File: config.mk
export PLATFORM = sky130hd
export DESIGN_NAME = dedup_request_queue_scheduler
export DESIGN_NICKNAME = d
export VERILOG_FILES = /design/src/hw/rtl/drqs_pkg.sv /design/src/hw/rtl/drqs_ram.sv /design/src/hw/rtl/drqs_front.sv /design/src/hw/rtl/drqs_engine.sv /design/src/hw/rtl/dedup_request_queue_scheduler.sv
export SDC_FILE = /design/constraint.sdc
export NUM_CORES = 1
export LEC_CHECK = 0
export ABC_AREA = 1
export BUFFER_PORTS_ARGS = -buffer_cell sky130_fd_sc_hd__buf_2
export CAP_MARGIN = 15
export CORE_MARGIN = 2
export CORE_UTILIZATION = 39
export DETAILED_ROUTE_END_ITERATION = 16
export GPL_TIMING_DRIVEN = 1
export SLEW_MARGIN = 20
export SYNTH_ARGS = -nofsm -noshare
export SYNTH_HDL_FRONTEND = slang
export SYNTH_SLANG_ARGS = --single-unit
File: constraint.sdc
create_clock -name clock -period 4 [get_ports clock]
set_input_delay 0.4 -clock clock [delete_from_list [all_inputs] [get_ports clock]]
set_output_delay 0.4 -clock clock [all_outputs]
set_load 0.02 [all_outputs]
File: src/hw/rtl/drqs_pkg.sv
// ----------------------------------------------------------------------------
// drqs_pkg
// Shared types and constants of the deduplicating request queue scheduler.
// ----------------------------------------------------------------------------
package drqs_pkg;

   localparam int QUEUE_DEPTH = 16;
   localparam int KEY_BITS    = 24;
   localparam int HANDLE_BITS = 8;

   localparam int PTR_BITS    = $clog2(QUEUE_DEPTH);
   localparam int LEVEL_BITS  = $clog2(QUEUE_DEPTH + 1);
   localparam int ENTRY_BITS  = KEY_BITS + HANDLE_BITS;
   localparam int PHASE_BITS  = 4;
   localparam int PERIOD_BITS = 4;
   localparam int ACTION_BITS = 3;

   localparam logic [LEVEL_BITS-1:0]  FULL_LEVEL   = LEVEL_BITS'(QUEUE_DEPTH);
   localparam logic [PTR_BITS:0]      DEPTH_WIDE   = (PTR_BITS + 1)'(QUEUE_DEPTH);
   localparam logic [PERIOD_BITS-1:0] PERIOD_RESET = PERIOD_BITS'(4);

   localparam logic CMD_PUSH = 1'b0;
   localparam logic CMD_TICK = 1'b1;

   typedef enum logic [ACTION_BITS-1:0] {
      ACT_QUEUED = 3'd0,
      ACT_DUP    = 3'd1,
      ACT_FULL   = 3'd2,
      ACT_VIEW   = 3'd3,
      ACT_FRAME  = 3'd4,
      ACT_IDLE   = 3'd5
   } action_type;

   typedef enum logic [2:0] {
      ENG_IDLE,
      ENG_SCAN,
      ENG_MOD,
      ENG_POP,
      ENG_DONE
   } eng_state_type;

   typedef struct packed {
      logic                   is_push;
      logic                   link_up;
      logic [KEY_BITS-1:0]    key;
      logic [HANDLE_BITS-1:0] handle;
   } item_type;

   typedef struct packed {
      action_type             action;
      logic [HANDLE_BITS-1:0] sent_handle;
      logic [KEY_BITS-1:0]    sent_key;
      logic [LEVEL_BITS-1:0]  queue_level;
   } result_type;

   function automatic logic [PTR_BITS-1:0] ptr_add(input logic [PTR_BITS-1:0] base,
                                                   input logic [PTR_BITS-1:0] offs);
      logic [PTR_BITS:0] sum;
      sum = {1'b0, base} + {1'b0, offs};
      if (sum >= DEPTH_WIDE) begin
         sum = sum - DEPTH_WIDE;
      end
      return sum[PTR_BITS-1:0];
   endfunction

endpackage

File: src/hw/rtl/drqs_ram.sv
// ----------------------------------------------------------------------------
// drqs_ram
// Generic single-write, single-read RAM with registered read data.
// ----------------------------------------------------------------------------
module drqs_ram #(
   parameter int WIDTH = 8,
   parameter int DEPTH = 16
) (
   input  logic                     clock,
   input  logic                     wr_en,
   input  logic [$clog2(DEPTH)-1:0] wr_addr,
   input  logic [WIDTH-1:0]         wr_data,
   input  logic                     rd_en,
   input  logic [$clog2(DEPTH)-1:0] rd_addr,
   output logic [WIDTH-1:0]         rd_data
);

   logic [WIDTH-1:0] mem_ff [DEPTH];
   logic [WIDTH-1:0] rd_data_ff;

   always_ff @(posedge clock) begin
      if (wr_en) begin
         mem_ff[wr_addr] <= wr_data;
      end
      if (rd_en) begin
         rd_data_ff <= mem_ff[rd_addr];
      end
   end

   assign rd_data = rd_data_ff;

endmodule

File: src/hw/rtl/drqs_front.sv
// ----------------------------------------------------------------------------
// drqs_front
// Accepts request transactions, classifies them and holds them in a
// two-entry queue ahead of the engine.
// ----------------------------------------------------------------------------
module drqs_front (
   input  logic                            clock,
   input  logic                            reset,
   input  logic                            req_valid,
   output logic                            req_ready,
   input  logic                            req_cmd,
   input  logic                            req_link_up,
   input  logic [drqs_pkg::KEY_BITS-1:0]   req_object_key,
   input  logic [drqs_pkg::HANDLE_BITS-1:0] req_frame_handle,
   output logic                            item_valid,
   input  logic                            item_ready,
   output drqs_pkg::item_type              item
);
   import drqs_pkg::*;

   item_type   slot_ff [2];
   logic       wr_ptr_ff, wr_ptr_in;
   logic       rd_ptr_ff, rd_ptr_in;
   logic [1:0] count_ff, count_in;
   logic       push, pop;
   item_type   new_item;

   assign req_ready  = (count_ff != 2'd2);
   assign item_valid = (count_ff != 2'd0);
   assign item       = slot_ff[rd_ptr_ff];

   assign push = req_valid && req_ready;
   assign pop  = item_valid && item_ready;

   always_comb begin
      new_item.is_push = (req_cmd == CMD_PUSH);
      new_item.link_up = req_link_up;
      new_item.key     = req_object_key;
      new_item.handle  = req_frame_handle;
   end

   always_comb begin
      wr_ptr_in = wr_ptr_ff ^ push;
      rd_ptr_in = rd_ptr_ff ^ pop;
      count_in  = count_ff + {1'b0, push} - {1'b0, pop};
   end

   always_ff @(posedge clock) begin
      if (reset) begin
         wr_ptr_ff <= 1'b0;
         rd_ptr_ff <= 1'b0;
         count_ff  <= 2'd0;
      end else begin
         wr_ptr_ff <= wr_ptr_in;
         rd_ptr_ff <= rd_ptr_in;
         count_ff  <= count_in;
      end
   end

   always_ff @(posedge clock) begin
      if (push) begin
         slot_ff[wr_ptr_ff] <= new_item;
      end
   end

endmodule

File: src/hw/rtl/drqs_engine.sv
// ----------------------------------------------------------------------------
// drqs_engine
// Carries out queued transactions: duplicate scan over the entry RAM,
// append, view/frame decision on ticks and the result register.
// ----------------------------------------------------------------------------
module drqs_engine (
   input  logic                             clock,
   input  logic                             reset,
   input  logic                             item_valid,
   output logic                             item_ready,
   input  drqs_pkg::item_type               item,
   input  logic                             csr_wr_en,
   input  logic [drqs_pkg::PERIOD_BITS-1:0] csr_wr_data,
   output logic                             rsp_valid,
   input  logic                             rsp_ready,
   output drqs_pkg::result_type             rsp
);
   import drqs_pkg::*;

   eng_state_type          state_ff, state_in;
   item_type               item_ff, item_in;
   logic [LEVEL_BITS-1:0]  cnt_ff, cnt_in;
   logic                   cmp_vld_ff, cmp_vld_in;
   logic [PHASE_BITS-1:0]  rem_ff, rem_in;
   logic [PTR_BITS-1:0]    head_ff, head_in;
   logic [LEVEL_BITS-1:0]  fill_ff, fill_in;
   logic [PHASE_BITS-1:0]  phase_ff, phase_in;
   logic [PERIOD_BITS-1:0] period_ff, period_in;
   action_type             act_ff, act_in;
   logic [KEY_BITS-1:0]    skey_ff, skey_in;
   logic [HANDLE_BITS-1:0] shandle_ff, shandle_in;
   logic                   rsp_valid_ff, rsp_valid_in;
   result_type             rsp_ff, rsp_in;

   logic                   ram_wr_en, ram_rd_en;
   logic [PTR_BITS-1:0]    ram_wr_addr, ram_rd_addr;
   logic [ENTRY_BITS-1:0]  ram_rd_data;
   logic [KEY_BITS-1:0]    rd_key;
   logic [HANDLE_BITS-1:0] rd_handle;

   logic                   hit, issue, scan_end, out_free, rem_ge;
   logic [PERIOD_BITS-1:0] period_eff;

   drqs_ram #(
      .WIDTH(ENTRY_BITS),
      .DEPTH(QUEUE_DEPTH)
   ) u_entry_ram (
      .clock   (clock),
      .wr_en   (ram_wr_en),
      .wr_addr (ram_wr_addr),
      .wr_data ({item_ff.key, item_ff.handle}),
      .rd_en   (ram_rd_en),
      .rd_addr (ram_rd_addr),
      .rd_data (ram_rd_data)
   );

   assign rd_key     = ram_rd_data[ENTRY_BITS-1:HANDLE_BITS];
   assign rd_handle  = ram_rd_data[HANDLE_BITS-1:0];
   assign hit        = cmp_vld_ff && (rd_key == item_ff.key);
   assign issue      = !hit && (cnt_ff < fill_ff);
   assign scan_end   = !hit && !issue && !cmp_vld_ff;
   assign out_free   = !rsp_valid_ff || rsp_ready;
   assign period_eff = (period_ff == '0) ? PERIOD_BITS'(1) : period_ff;
   assign rem_ge     = (rem_ff >= period_eff);

   assign rsp_valid  = rsp_valid_ff;
   assign rsp        = rsp_ff;
   assign item_ready = (state_ff == ENG_IDLE);

   // next state
   always_comb begin
      state_in = state_ff;
      case (state_ff)
         ENG_IDLE: begin
            if (item_valid) begin
               if (item.is_push) begin
                  state_in = ENG_SCAN;
               end else if (!item.link_up) begin
                  state_in = ENG_DONE;
               end else begin
                  state_in = ENG_MOD;
               end
            end
         end
         ENG_SCAN: begin
            if (hit || scan_end) begin
               state_in = ENG_DONE;
            end
         end
         ENG_MOD: begin
            if (!rem_ge) begin
               if (fill_ff == '0 || rem_ff == '0) begin
                  state_in = ENG_DONE;
               end else begin
                  state_in = ENG_POP;
               end
            end
         end
         ENG_POP: begin
            state_in = ENG_DONE;
         end
         ENG_DONE: begin
            if (out_free) begin
               state_in = ENG_IDLE;
            end
         end
         default: begin
            state_in = ENG_IDLE;
         end
      endcase
   end

   // datapath
   always_comb begin
      item_in      = item_ff;
      cnt_in       = cnt_ff;
      cmp_vld_in   = 1'b0;
      rem_in       = rem_ff;
      head_in      = head_ff;
      fill_in      = fill_ff;
      phase_in     = phase_ff;
      period_in    = csr_wr_en ? csr_wr_data : period_ff;
      act_in       = act_ff;
      skey_in      = skey_ff;
      shandle_in   = shandle_ff;
      rsp_valid_in = rsp_valid_ff && !rsp_ready;
      rsp_in       = rsp_ff;
      ram_wr_en    = 1'b0;
      ram_wr_addr  = ptr_add(head_ff, fill_ff[PTR_BITS-1:0]);
      ram_rd_en    = 1'b0;
      ram_rd_addr  = ptr_add(head_ff, cnt_ff[PTR_BITS-1:0]);
      case (state_ff)
         ENG_IDLE: begin
            item_in    = item;
            cnt_in     = '0;
            rem_in     = phase_ff;
            skey_in    = '0;
            shandle_in = '0;
            act_in     = ACT_IDLE;
            if (item_valid && !item.is_push && !item.link_up) begin
               phase_in = phase_ff + PHASE_BITS'(1);
            end
         end
         ENG_SCAN: begin
            ram_rd_en  = issue;
            cnt_in     = cnt_ff + LEVEL_BITS'(issue);
            cmp_vld_in = issue;
            if (hit) begin
               act_in = ACT_DUP;
            end else if (scan_end) begin
               if (fill_ff == FULL_LEVEL) begin
                  act_in = ACT_FULL;
               end else begin
                  ram_wr_en = 1'b1;
                  fill_in   = fill_ff + LEVEL_BITS'(1);
                  act_in    = ACT_QUEUED;
               end
            end
         end
         ENG_MOD: begin
            if (rem_ge) begin
               rem_in = rem_ff - PHASE_BITS'(period_eff);
            end else begin
               phase_in = phase_ff + PHASE_BITS'(1);
               act_in   = ACT_VIEW;
               if (fill_ff != '0 && rem_ff != '0) begin
                  ram_rd_en   = 1'b1;
                  ram_rd_addr = head_ff;
               end
            end
         end
         ENG_POP: begin
            act_in     = ACT_FRAME;
            skey_in    = rd_key;
            shandle_in = rd_handle;
            head_in    = ptr_add(head_ff, PTR_BITS'(1));
            fill_in    = fill_ff - LEVEL_BITS'(1);
         end
         ENG_DONE: begin
            if (out_free) begin
               rsp_valid_in       = 1'b1;
               rsp_in.action      = act_ff;
               rsp_in.sent_handle = shandle_ff;
               rsp_in.sent_key    = skey_ff;
               rsp_in.queue_level = fill_ff;
            end
         end
         default: begin
         end
      endcase
   end

   always_ff @(posedge clock) begin
      if (reset) begin
         state_ff     <= ENG_IDLE;
         cmp_vld_ff   <= 1'b0;
         head_ff      <= '0;
         fill_ff      <= '0;
         phase_ff     <= '0;
         period_ff    <= PERIOD_RESET;
         rsp_valid_ff <= 1'b0;
      end else begin
         state_ff     <= state_in;
         cmp_vld_ff   <= cmp_vld_in;
         head_ff      <= head_in;
         fill_ff      <= fill_in;
         phase_ff     <= phase_in;
         period_ff    <= period_in;
         rsp_valid_ff <= rsp_valid_in;
      end
   end

   always_ff @(posedge clock) begin
      item_ff    <= item_in;
      cnt_ff     <= cnt_in;
      rem_ff     <= rem_in;
      act_ff     <= act_in;
      skey_ff    <= skey_in;
      shandle_ff <= shandle_in;
      rsp_ff     <= rsp_in;
   end

endmodule

File: src/hw/rtl/dedup_request_queue_scheduler.sv
// ----------------------------------------------------------------------------
// dedup_request_queue_scheduler
// Request FIFO with duplicate-key rejection and periodic view requests.
//
//   channel  | ports                                        | handshake
//   ---------+----------------------------------------------+--------------
//   request  | req_cmd, req_link_up, req_object_key, ...    | req_valid/ready
//   response | rsp_action, rsp_sent_handle/key, queue_level | rsp_valid/ready
//   csr      | csr_wr_data (view period)                    | csr_wr_en
//
// For a push, the key scan reads one queued entry per cycle from the entry
// RAM. For a tick with the link up, the phase-modulo loop subtracts the
// period once per cycle. A two-entry input queue takes transactions while
// the engine works and a result register holds the answer until taken.
// Reset is synchronous; no clearing pass is needed.
// ----------------------------------------------------------------------------
module dedup_request_queue_scheduler (
   input  logic                              clock,
   input  logic                              reset,
   input  logic                              req_valid,
   output logic                              req_ready,
   input  logic                              req_cmd,
   input  logic                              req_link_up,
   input  logic [drqs_pkg::KEY_BITS-1:0]     req_object_key,
   input  logic [drqs_pkg::HANDLE_BITS-1:0]  req_frame_handle,
   output logic                              rsp_valid,
   input  logic                              rsp_ready,
   output logic [drqs_pkg::ACTION_BITS-1:0]  rsp_action,
   output logic [drqs_pkg::HANDLE_BITS-1:0]  rsp_sent_handle,
   output logic [drqs_pkg::KEY_BITS-1:0]     rsp_sent_key,
   output logic [drqs_pkg::LEVEL_BITS-1:0]   rsp_queue_level,
   input  logic                              csr_wr_en,
   input  logic [drqs_pkg::PERIOD_BITS-1:0]  csr_wr_data
);
   import drqs_pkg::*;

   logic       item_valid, item_ready;
   item_type   item;
   result_type rsp;

   drqs_front u_front (
      .clock            (clock),
      .reset            (reset),
      .req_valid        (req_valid),
      .req_ready        (req_ready),
      .req_cmd          (req_cmd),
      .req_link_up      (req_link_up),
      .req_object_key   (req_object_key),
      .req_frame_handle (req_frame_handle),
      .item_valid       (item_valid),
      .item_ready       (item_ready),
      .item             (item)
   );

   drqs_engine u_engine (
      .clock       (clock),
      .reset       (reset),
      .item_valid  (item_valid),
      .item_ready  (item_ready),
      .item        (item),
      .csr_wr_en   (csr_wr_en),
      .csr_wr_data (csr_wr_data),
      .rsp_valid   (rsp_valid),
      .rsp_ready   (rsp_ready),
      .rsp         (rsp)
   );

   assign rsp_action      = rsp.action;
   assign rsp_sent_handle = rsp.sent_handle;
   assign rsp_sent_key    = rsp.sent_key;
   assign rsp_queue_level = rsp.queue_level;

endmodule

==> results of run 1 <==
-- path summary, 6_finish.rpt --
| kind | endpoint | cells after the start | slack [ns] |
|---|---|---|---|
| worst max-delay path | u_engine.u_entry_ram.mem_ff[10][19]$_DFFE_PP_ | 11 | 0.48 |
| worst min-delay path | u_front.slot_ff[0][33]$_DFFE_PP_ | 2 | 0.06 |
| worst min register to register | u_engine.rsp[21]$_DFFE_PP_ | 0 | 0.42 |
| worst max register to register | u_engine.u_entry_ram.mem_ff[10][19]$_DFFE_PP_ | 11 | 0.48 |
-- synth_stat cells (all sizes together) --
master	number	share of area, %
dfxtp	26	1.6
or2	2	0.039
ha	25	0.98
nand4	4	0.079
o31ai	1	0.024
fa	4	0.25
buf	86	1.4
a31o	1	0.028
and2	1	0.020
xor2	17	0.47
o21ai	43	0.69
clkinv	1	0.012
xnor2	9	0.25
nor2	90	1.2
a21boi	1	0.024
nand2	650	7.7
clkbuf	35	0.41
nor3	4	0.063
inv	605	7.1
nand3	530	8.4
edfxtp	728	69
a21oi	31	0.49
o21bai	1	0.059
mux2i	1	0.031
o211ai	2	0.047
-- critical path: stages, from the launching register on --
cell,delay [ns]
dfxtp_1,0.51
inv_1,0.14
ha_1,0.31
nand2_1,0.05
nor2_1,0.06
o21ai_0,0.07
o211ai_1,0.15
nand4_1,0.16
nor2_1,0.34
nand3_1,0.42
nor2_4,0.54
buf_4,0.40
-- power groups by stage --
stage	Sequential, mW	Clock (mW)	Combinational (mW)
after detailed placement	11.8	0	6.87
after global routing	11.8	7.63	7.61
after global placement	11.8	0	6.79
after floorplan	11.7	0	4.16
after CTS	11.7	7.30	6.93
final	11.7	7.18	6.86
-- through the flow --
step | hold WS (ns) | utilization (%) | total power, mW
after floorplan | 0.400 | - | 15.8
after global placement | 0.404 | 42.2 | 18.6
after detailed placement | 0.405 | 42.2 | 18.7
after CTS | 0.0345 | 45.8 | 25.9
after global routing | 0.0242 | 45.8 | 27.0
final | 0.0632 | 45.8 | 25.7
-- metal layers --
| metal | track usage, % | wire (µm) | up-vias |
|---|---|---|---|
| met1 | 26.9 | 34700 | 9668 |
| met5 | 0 | 0 | - |
| met3 | 3.31 | 5940 | 133 |
| met4 | 5.23 | 1830 | 0 |
| li1 | - | - | 9794 |
| met2 | 30.8 | 37000 | 719 |
-- cells by family after synthesis --
family	share of synthesized area (%)
flip-flops	70.3
AND/OR/NAND/NOR	17.4
adder cells (fa/ha/maj)	1.23
buffers and inverters	8.91
AO/OA/AOI/OAI	1.36
XOR/XNOR	0.715
multiplexers	0.0314
-- cell usage in the layout (no fill, tap or decap), types with 16 or more instances in the layout --
cell,netlist,layout
xor2_1,17,16
inv_1,603,603
clkinv_1,1,18
clkbuf_16,0,81
dlygate4sd3_1,0,36
dfxtp_1,26,26
nor2_1,88,70
buf_12,0,17
ha_1,25,23
buf_2,72,84
a21oi_1,31,31
buf_4,5,62
nor2_4,0,18
nand3_1,529,529
edfxtp_1,728,728
nand2_1,646,642
o21ai_0,42,40
-- state kept, by name (all words and copies together), names as in the netlist, 2 cells and up --
signal,count
u_engine.shandle_ff,8
u_front.slot_ff,68
u_engine.u_entry_ram.mem_ff,512
u_engine.cnt_ff,5
u_engine.u_entry_ram.rd_data,32
u_engine.period_ff,4
u_engine.head_ff,4
u_engine.item_ff,32
u_engine.state_ff,3
u_engine.fill_ff,5
u_engine.phase_ff,4
u_engine.rsp,40
u_engine.skey_ff,24
u_front.count_ff,2
u_engine.act_ff,3
u_engine.rem_ff,4
-- final cells by class --
class | instances | area, µm² | share of cell area, %
repair buffers | 199 | 1590 | 4.30
flip-flops and latches | 754 | 22400 | 60.6
clock buffers | 97 | 2100 | 5.68
inverters | 606 | 2270 | 6.16
clock inverters | 46 | 424 | 1.15
well taps | 1060 | 1330 | 3.59
multi-input cells | 1417 | 6840 | 18.5
-- repair_timing --
item / 4_1_cts / 5_1_grt
endpoints found under the hold margin: 68 / 0
buffers inserted: 0 / 0
hold buffers: 36 / 0
==> flow_metrics.tcl, run 1 <==
set metrics [dict create \
    status "finished, final reports clean" \
    sw_frac_of_total_pct 34.5 \
    maxSlewHeadroom_pct 40.5 \
    fp-row-count 104 \
    synth_seq_cells 754 \
    final_cell_area_um2 36900 \
    p_int_mw 16.8 \
    placedCellCount 4000 \
    syn-cell-area_um2 31800 \
    cts.sinks 754 \
    worstHoldStart "req_cmd" \
    routed_wl_mm 79.4 \
    routed-via-count 20300 \
    drv_slew 0 \
    root_buffer "clkbuf_16" \
    instances_no_fill 4179 \
    core-area_um2 80700 \
    htreeDepth 3 \
    grt_overflow 0 \
    pwr-share-clk_pct 27.9 \
    place_ws_ns 0.448 \
    critical_path_class "register to register" \
    p_leak_nw 15.5 \
    finalClockSkew_ns 0.0276 \
    p_per_area_nw_per_um2 697 \
    vias_per_cell 4.86 \
    power_switching_mw 8.88 \
    place_area_um2 34100 \
    cp-start-kind "register" \
    fmax_ghz 0.284 \
    tightest_slew_ns 0.892 \
    synthesis.nets 2970 \
    drt_iter0_markers 1949 \
    layout_min_cycle_time_ns 3.52 \
    yosysUniqueCellTypes 33 \
    timing.final.crit_share_pct 87.9 \
    ctsResizeCount 0 \
    worst_ir_drop_vdd_mv 0.603 \
    grt_pass1_vias 19200 \
    wl_per_cell_um 19.0 \
    cp_max_fo 15 \
    drc 0 \
    setup_viol 0 \
    grtUsageTotal_pct 19.2 \
    n_antenna_cell 0 \
    die_y_um 290 \
    floorplan.initialDensity_pct 39.5 \
    drt.antenna.violating_nets 0 \
    pin_count 85 \
    syn-instance-count 2898 \
    first_pass_iters 5 \
    synth_warnings 0 \
    nets 3129 \
    die_area_um2 83900 \
    timing.rr.start "u_engine.fill_ff[1]$_SDFFE_PP0P_" \
    gp_congestion 0.817 \
    portBuffers 84 \
    hold_viol_final 0 \
    fin_ws_ns 0.482 \
    cp-end-kind "register" \
    cts_tree "yes" \
    grt_pass1_wl_mm 119 \
    syn2layout_area_growth_pct 16.0 \
    dp_hpwl_mm 46.1 \
    critPathLaunch "u_engine.fill_ff[1]$_SDFFE_PP0P_" \
    power_frac_seq_pct 45.4 \
    power_frac_comb_pct 26.7 \
    tns_ns 0 \
    worstPathRequired_ns 4.28 \
    crit_arrival_ns 3.80 \
    drive_gt1_share_pct 10.1 \
    syn-mean-instance-area_um2 11.0 \
    die_w_um 290 \
    antenna_found_initial 2 \
    numCtsBuffers 79 \
    clockBufferDepth 3 \
    grt_start_max_net_pins 81 \
    hold_class "input pin to register" \
    fillers 7473 \
    clkTransAtPathRegs_ns 0.06 \
    cap_violations 0 \
    ys_seq_area_share_pct 70.3 \
    clk_latency_ns 0.63 \
    grt_setup_unrepaired "no" \
]
Power figures use the tool's default switching activity.
==> run 2: changes to the inputs <==
--- a/config.mk
+++ b/config.mk
@@ -8,10 +8,13 @@
 export ABC_AREA = 1
 export BUFFER_PORTS_ARGS = -buffer_cell sky130_fd_sc_hd__buf_2
 export CAP_MARGIN = 15
+export CELL_PAD_IN_SITES_DETAIL_PLACEMENT = 0
+export CELL_PAD_IN_SITES_GLOBAL_PLACEMENT = 2
 export CORE_MARGIN = 2
 export CORE_UTILIZATION = 39
 export DETAILED_ROUTE_END_ITERATION = 16
 export GPL_TIMING_DRIVEN = 1
+export PLACE_DENSITY_LB_ADDON = 0.1
 export SLEW_MARGIN = 20
 export SYNTH_ARGS = -nofsm -noshare
 export SYNTH_HDL_FRONTEND = slang
==> flow_metrics.tcl, run 2 (same netlist as run 1, synthesis figures left out) <==
set metrics [dict create \
    drt_iter0_markers 1705 \
    grt_start_max_net_pins 81 \
    drc 0 \
    die_w_um 290 \
    core-area_um2 80700 \
    multiInputGateArea_um2 6840 \
    fmax_ghz 0.285 \
    dp_hpwl_mm 50.0 \
    fp-row-count 104 \
    first_pass_iters 5 \
    setup_viol 0 \
    worstPathRequired_ns 4.37 \
    dr_wl_met2_mm 41.6 \
    worst_ir_drop_vdd_mv 0.418 \
    wl_per_cell_um 21.3 \
    pin_count 85 \
    critical_path_class "register to register" \
    clkTransAtPathRegs_ns 0.06 \
    gp_congestion 0.749 \
    clockBufferDepth 3 \
    met3_wirelength_mm 4.84 \
    grtUsageTotal_pct 21.7 \
    final_util_pct 45.9 \
    p_int_mw 16.9 \
    die_y_um 290 \
    routed_wl_mm 89.4 \
    hold_class "input pin to register" \
    holdPathStages 2 \
    layout_min_cycle_time_ns 3.50 \
    top_register "u_engine.u_entry_ram.mem_ff" \
    tightest_slew_ns 0.838 \
    finalClockSkew_ns 0.0186 \
    hold_viol_final 0 \
    root_buffer "clkbuf_16" \
    crit_arrival_ns 3.88 \
    slowest_stage "dfxtp_1" \
    syn2layout_area_growth_pct 16.3 \
    power_frac_comb_pct 27.9 \
    nets 3140 \
    cp-end-kind "register" \
    grt_pass1_vias 19900 \
    wl_met1_mm 41.0 \
    cts.sinks 754 \
    drv_slew 0 \
    slowest_delay_ns 0.34 \
    timing.final.crit_share_pct 87.6 \
    floorplan.initialDensity_pct 39.5 \
    cp-start-kind "register" \
    regArea_um2 22400 \
    maxSlewHeadroom_pct 44.1 \
    grt_setup_unrepaired "no" \
    clk_latency_ns 0.63 \
    routed-via-count 20500 \
    p_leak_nw 15.6 \
    portBuffers 84 \
    cp_cell_sequence "inv_1 > a31o_2 > ha_1 > nand2_1 > nand2_1 > nand3_1 > nand2_1 > nor2_8 > nand2_2 > nand2_8 > buf_12 > nand2_1 > nand3_1 > nand3_1 > nand3_1 > nand2_1" \
    fillers 7525 \
    grt_pass1_wl_mm 132 \
    antenna_found_initial 2 \
    tns_ns 0 \
    cp_max_fo 65 \
    cap_violations 0 \
    power_switching_mw 9.20 \
    numCtsBuffers 84 \
    final_cell_mix "edfxtp_1 (728), nand2_1 (642), inv_1 (603), nand3_1 (529), clkbuf_16 (86)" \
    sw_frac_of_total_pct 35.2 \
    die_area_um2 83900 \
    largest_reg_flops 512 \
    n_antenna_cell 0 \
    layout_commonest_cell "edfxtp_1" \
    status "finished, final reports clean" \
    power_frac_seq_pct 44.6 \
    vias_per_cell 4.88 \
    pwr-share-clk_pct 27.5 \
    crit_top_cell "nand2_1" \
    cts_tree "yes" \
    p_per_area_nw_per_um2 705 \
    drive_gt1_share_pct 10.2 \
    htreeDepth 3 \
    top_layer "met4" \
    drt.antenna.violating_nets 0 \
    ff2ff_path_depth 16 \
    grt_overflow 0 \
]
-- run 2: per-layer routing --
metal | vias up | track usage [%]
li1 | 9824 | -
met4 | 0 | 5.94
met2 | 543 | 35.0
met3 | 116 | 2.87
met1 | 9977 | 30.9
met5 | - | 0
-- run 2: final timing paths --
path,to,slack [ns],start
hold reg to reg,u_engine.rsp[29]$_DFFE_PP_,0.41,u_engine.shandle_ff[0]$_SDFFCE_PN0P_
hold / removal,u_front.slot_ff[0][33]$_DFFE_PP_,0.04,req_cmd
setup / recovery,u_engine.u_entry_ram.rd_data[9]$_DFFE_PP_,0.50,u_engine.period_ff[1]$_SDFFE_PP0P_
setup reg to reg,u_engine.u_entry_ram.rd_data[9]$_DFFE_PP_,0.50,u_engine.period_ff[1]$_SDFFE_PP0P_
-- run 2: per-stage QoR --
step           instances  hold WS [ns]  instance area (µm²)  total power [mW]  setup WS, ns
2_1_floorplan       2898         0.400                31800              15.8         0.511
6_report            4192        0.0418                37000              26.1         0.496
4_1_cts             4192       0.00454                37000              26.4         0.444
3_5_place_dp        4005         0.405                34100              19.2         0.475
5_1_grt             4192        0.0410                37000              27.6         0.242
3_3_place_gp        4005         0.402                34100              19.1         0.501
-- run 2: area by class of cell --
type                       count  area share (%)
timing repair buffer         205            4.55
clock buffer                 106            6.07
multi-input combinational   1417            18.5
clock inverter                44           0.723
inverter                     606            6.14
tap                         1060            3.58
sequential                   754            60.5
-- run 2: power by group through the flow --
stage          Sequential, mW  Clock [mW]  Combinational [mW]
5_1_grt                  11.8        7.67                8.13
2_1_floorplan            11.7           0                4.16
4_1_cts                  11.6        7.34                7.45
3_5_place_dp             11.8           0                7.39
3_3_place_gp             11.8           0                7.35
6_report                 11.6        7.17                7.29
-- run 2: critical path: cells and delay by family (launching register included) --
| family | cells | cell delay [ns] |
|---|---|---|
| AOI/OAI and AO/OA | 1 | 0.24 |
| adders and majority gates | 1 | 0.30 |
| buffers and inverters | 2 | 0.41 |
| DFF | 1 | 0.34 |
| and+or+nand+nor | 12 | 1.89 |
-- run 2: timing repair --
action / 4_1_cts / 5_1_grt
hold buffers: 37 / 0
endpoints found under the setup margin: 0 / 0
resized for setup: 0 / 0
hold endpoints to repair: 68 / 0
buffers inserted: 0 / 0
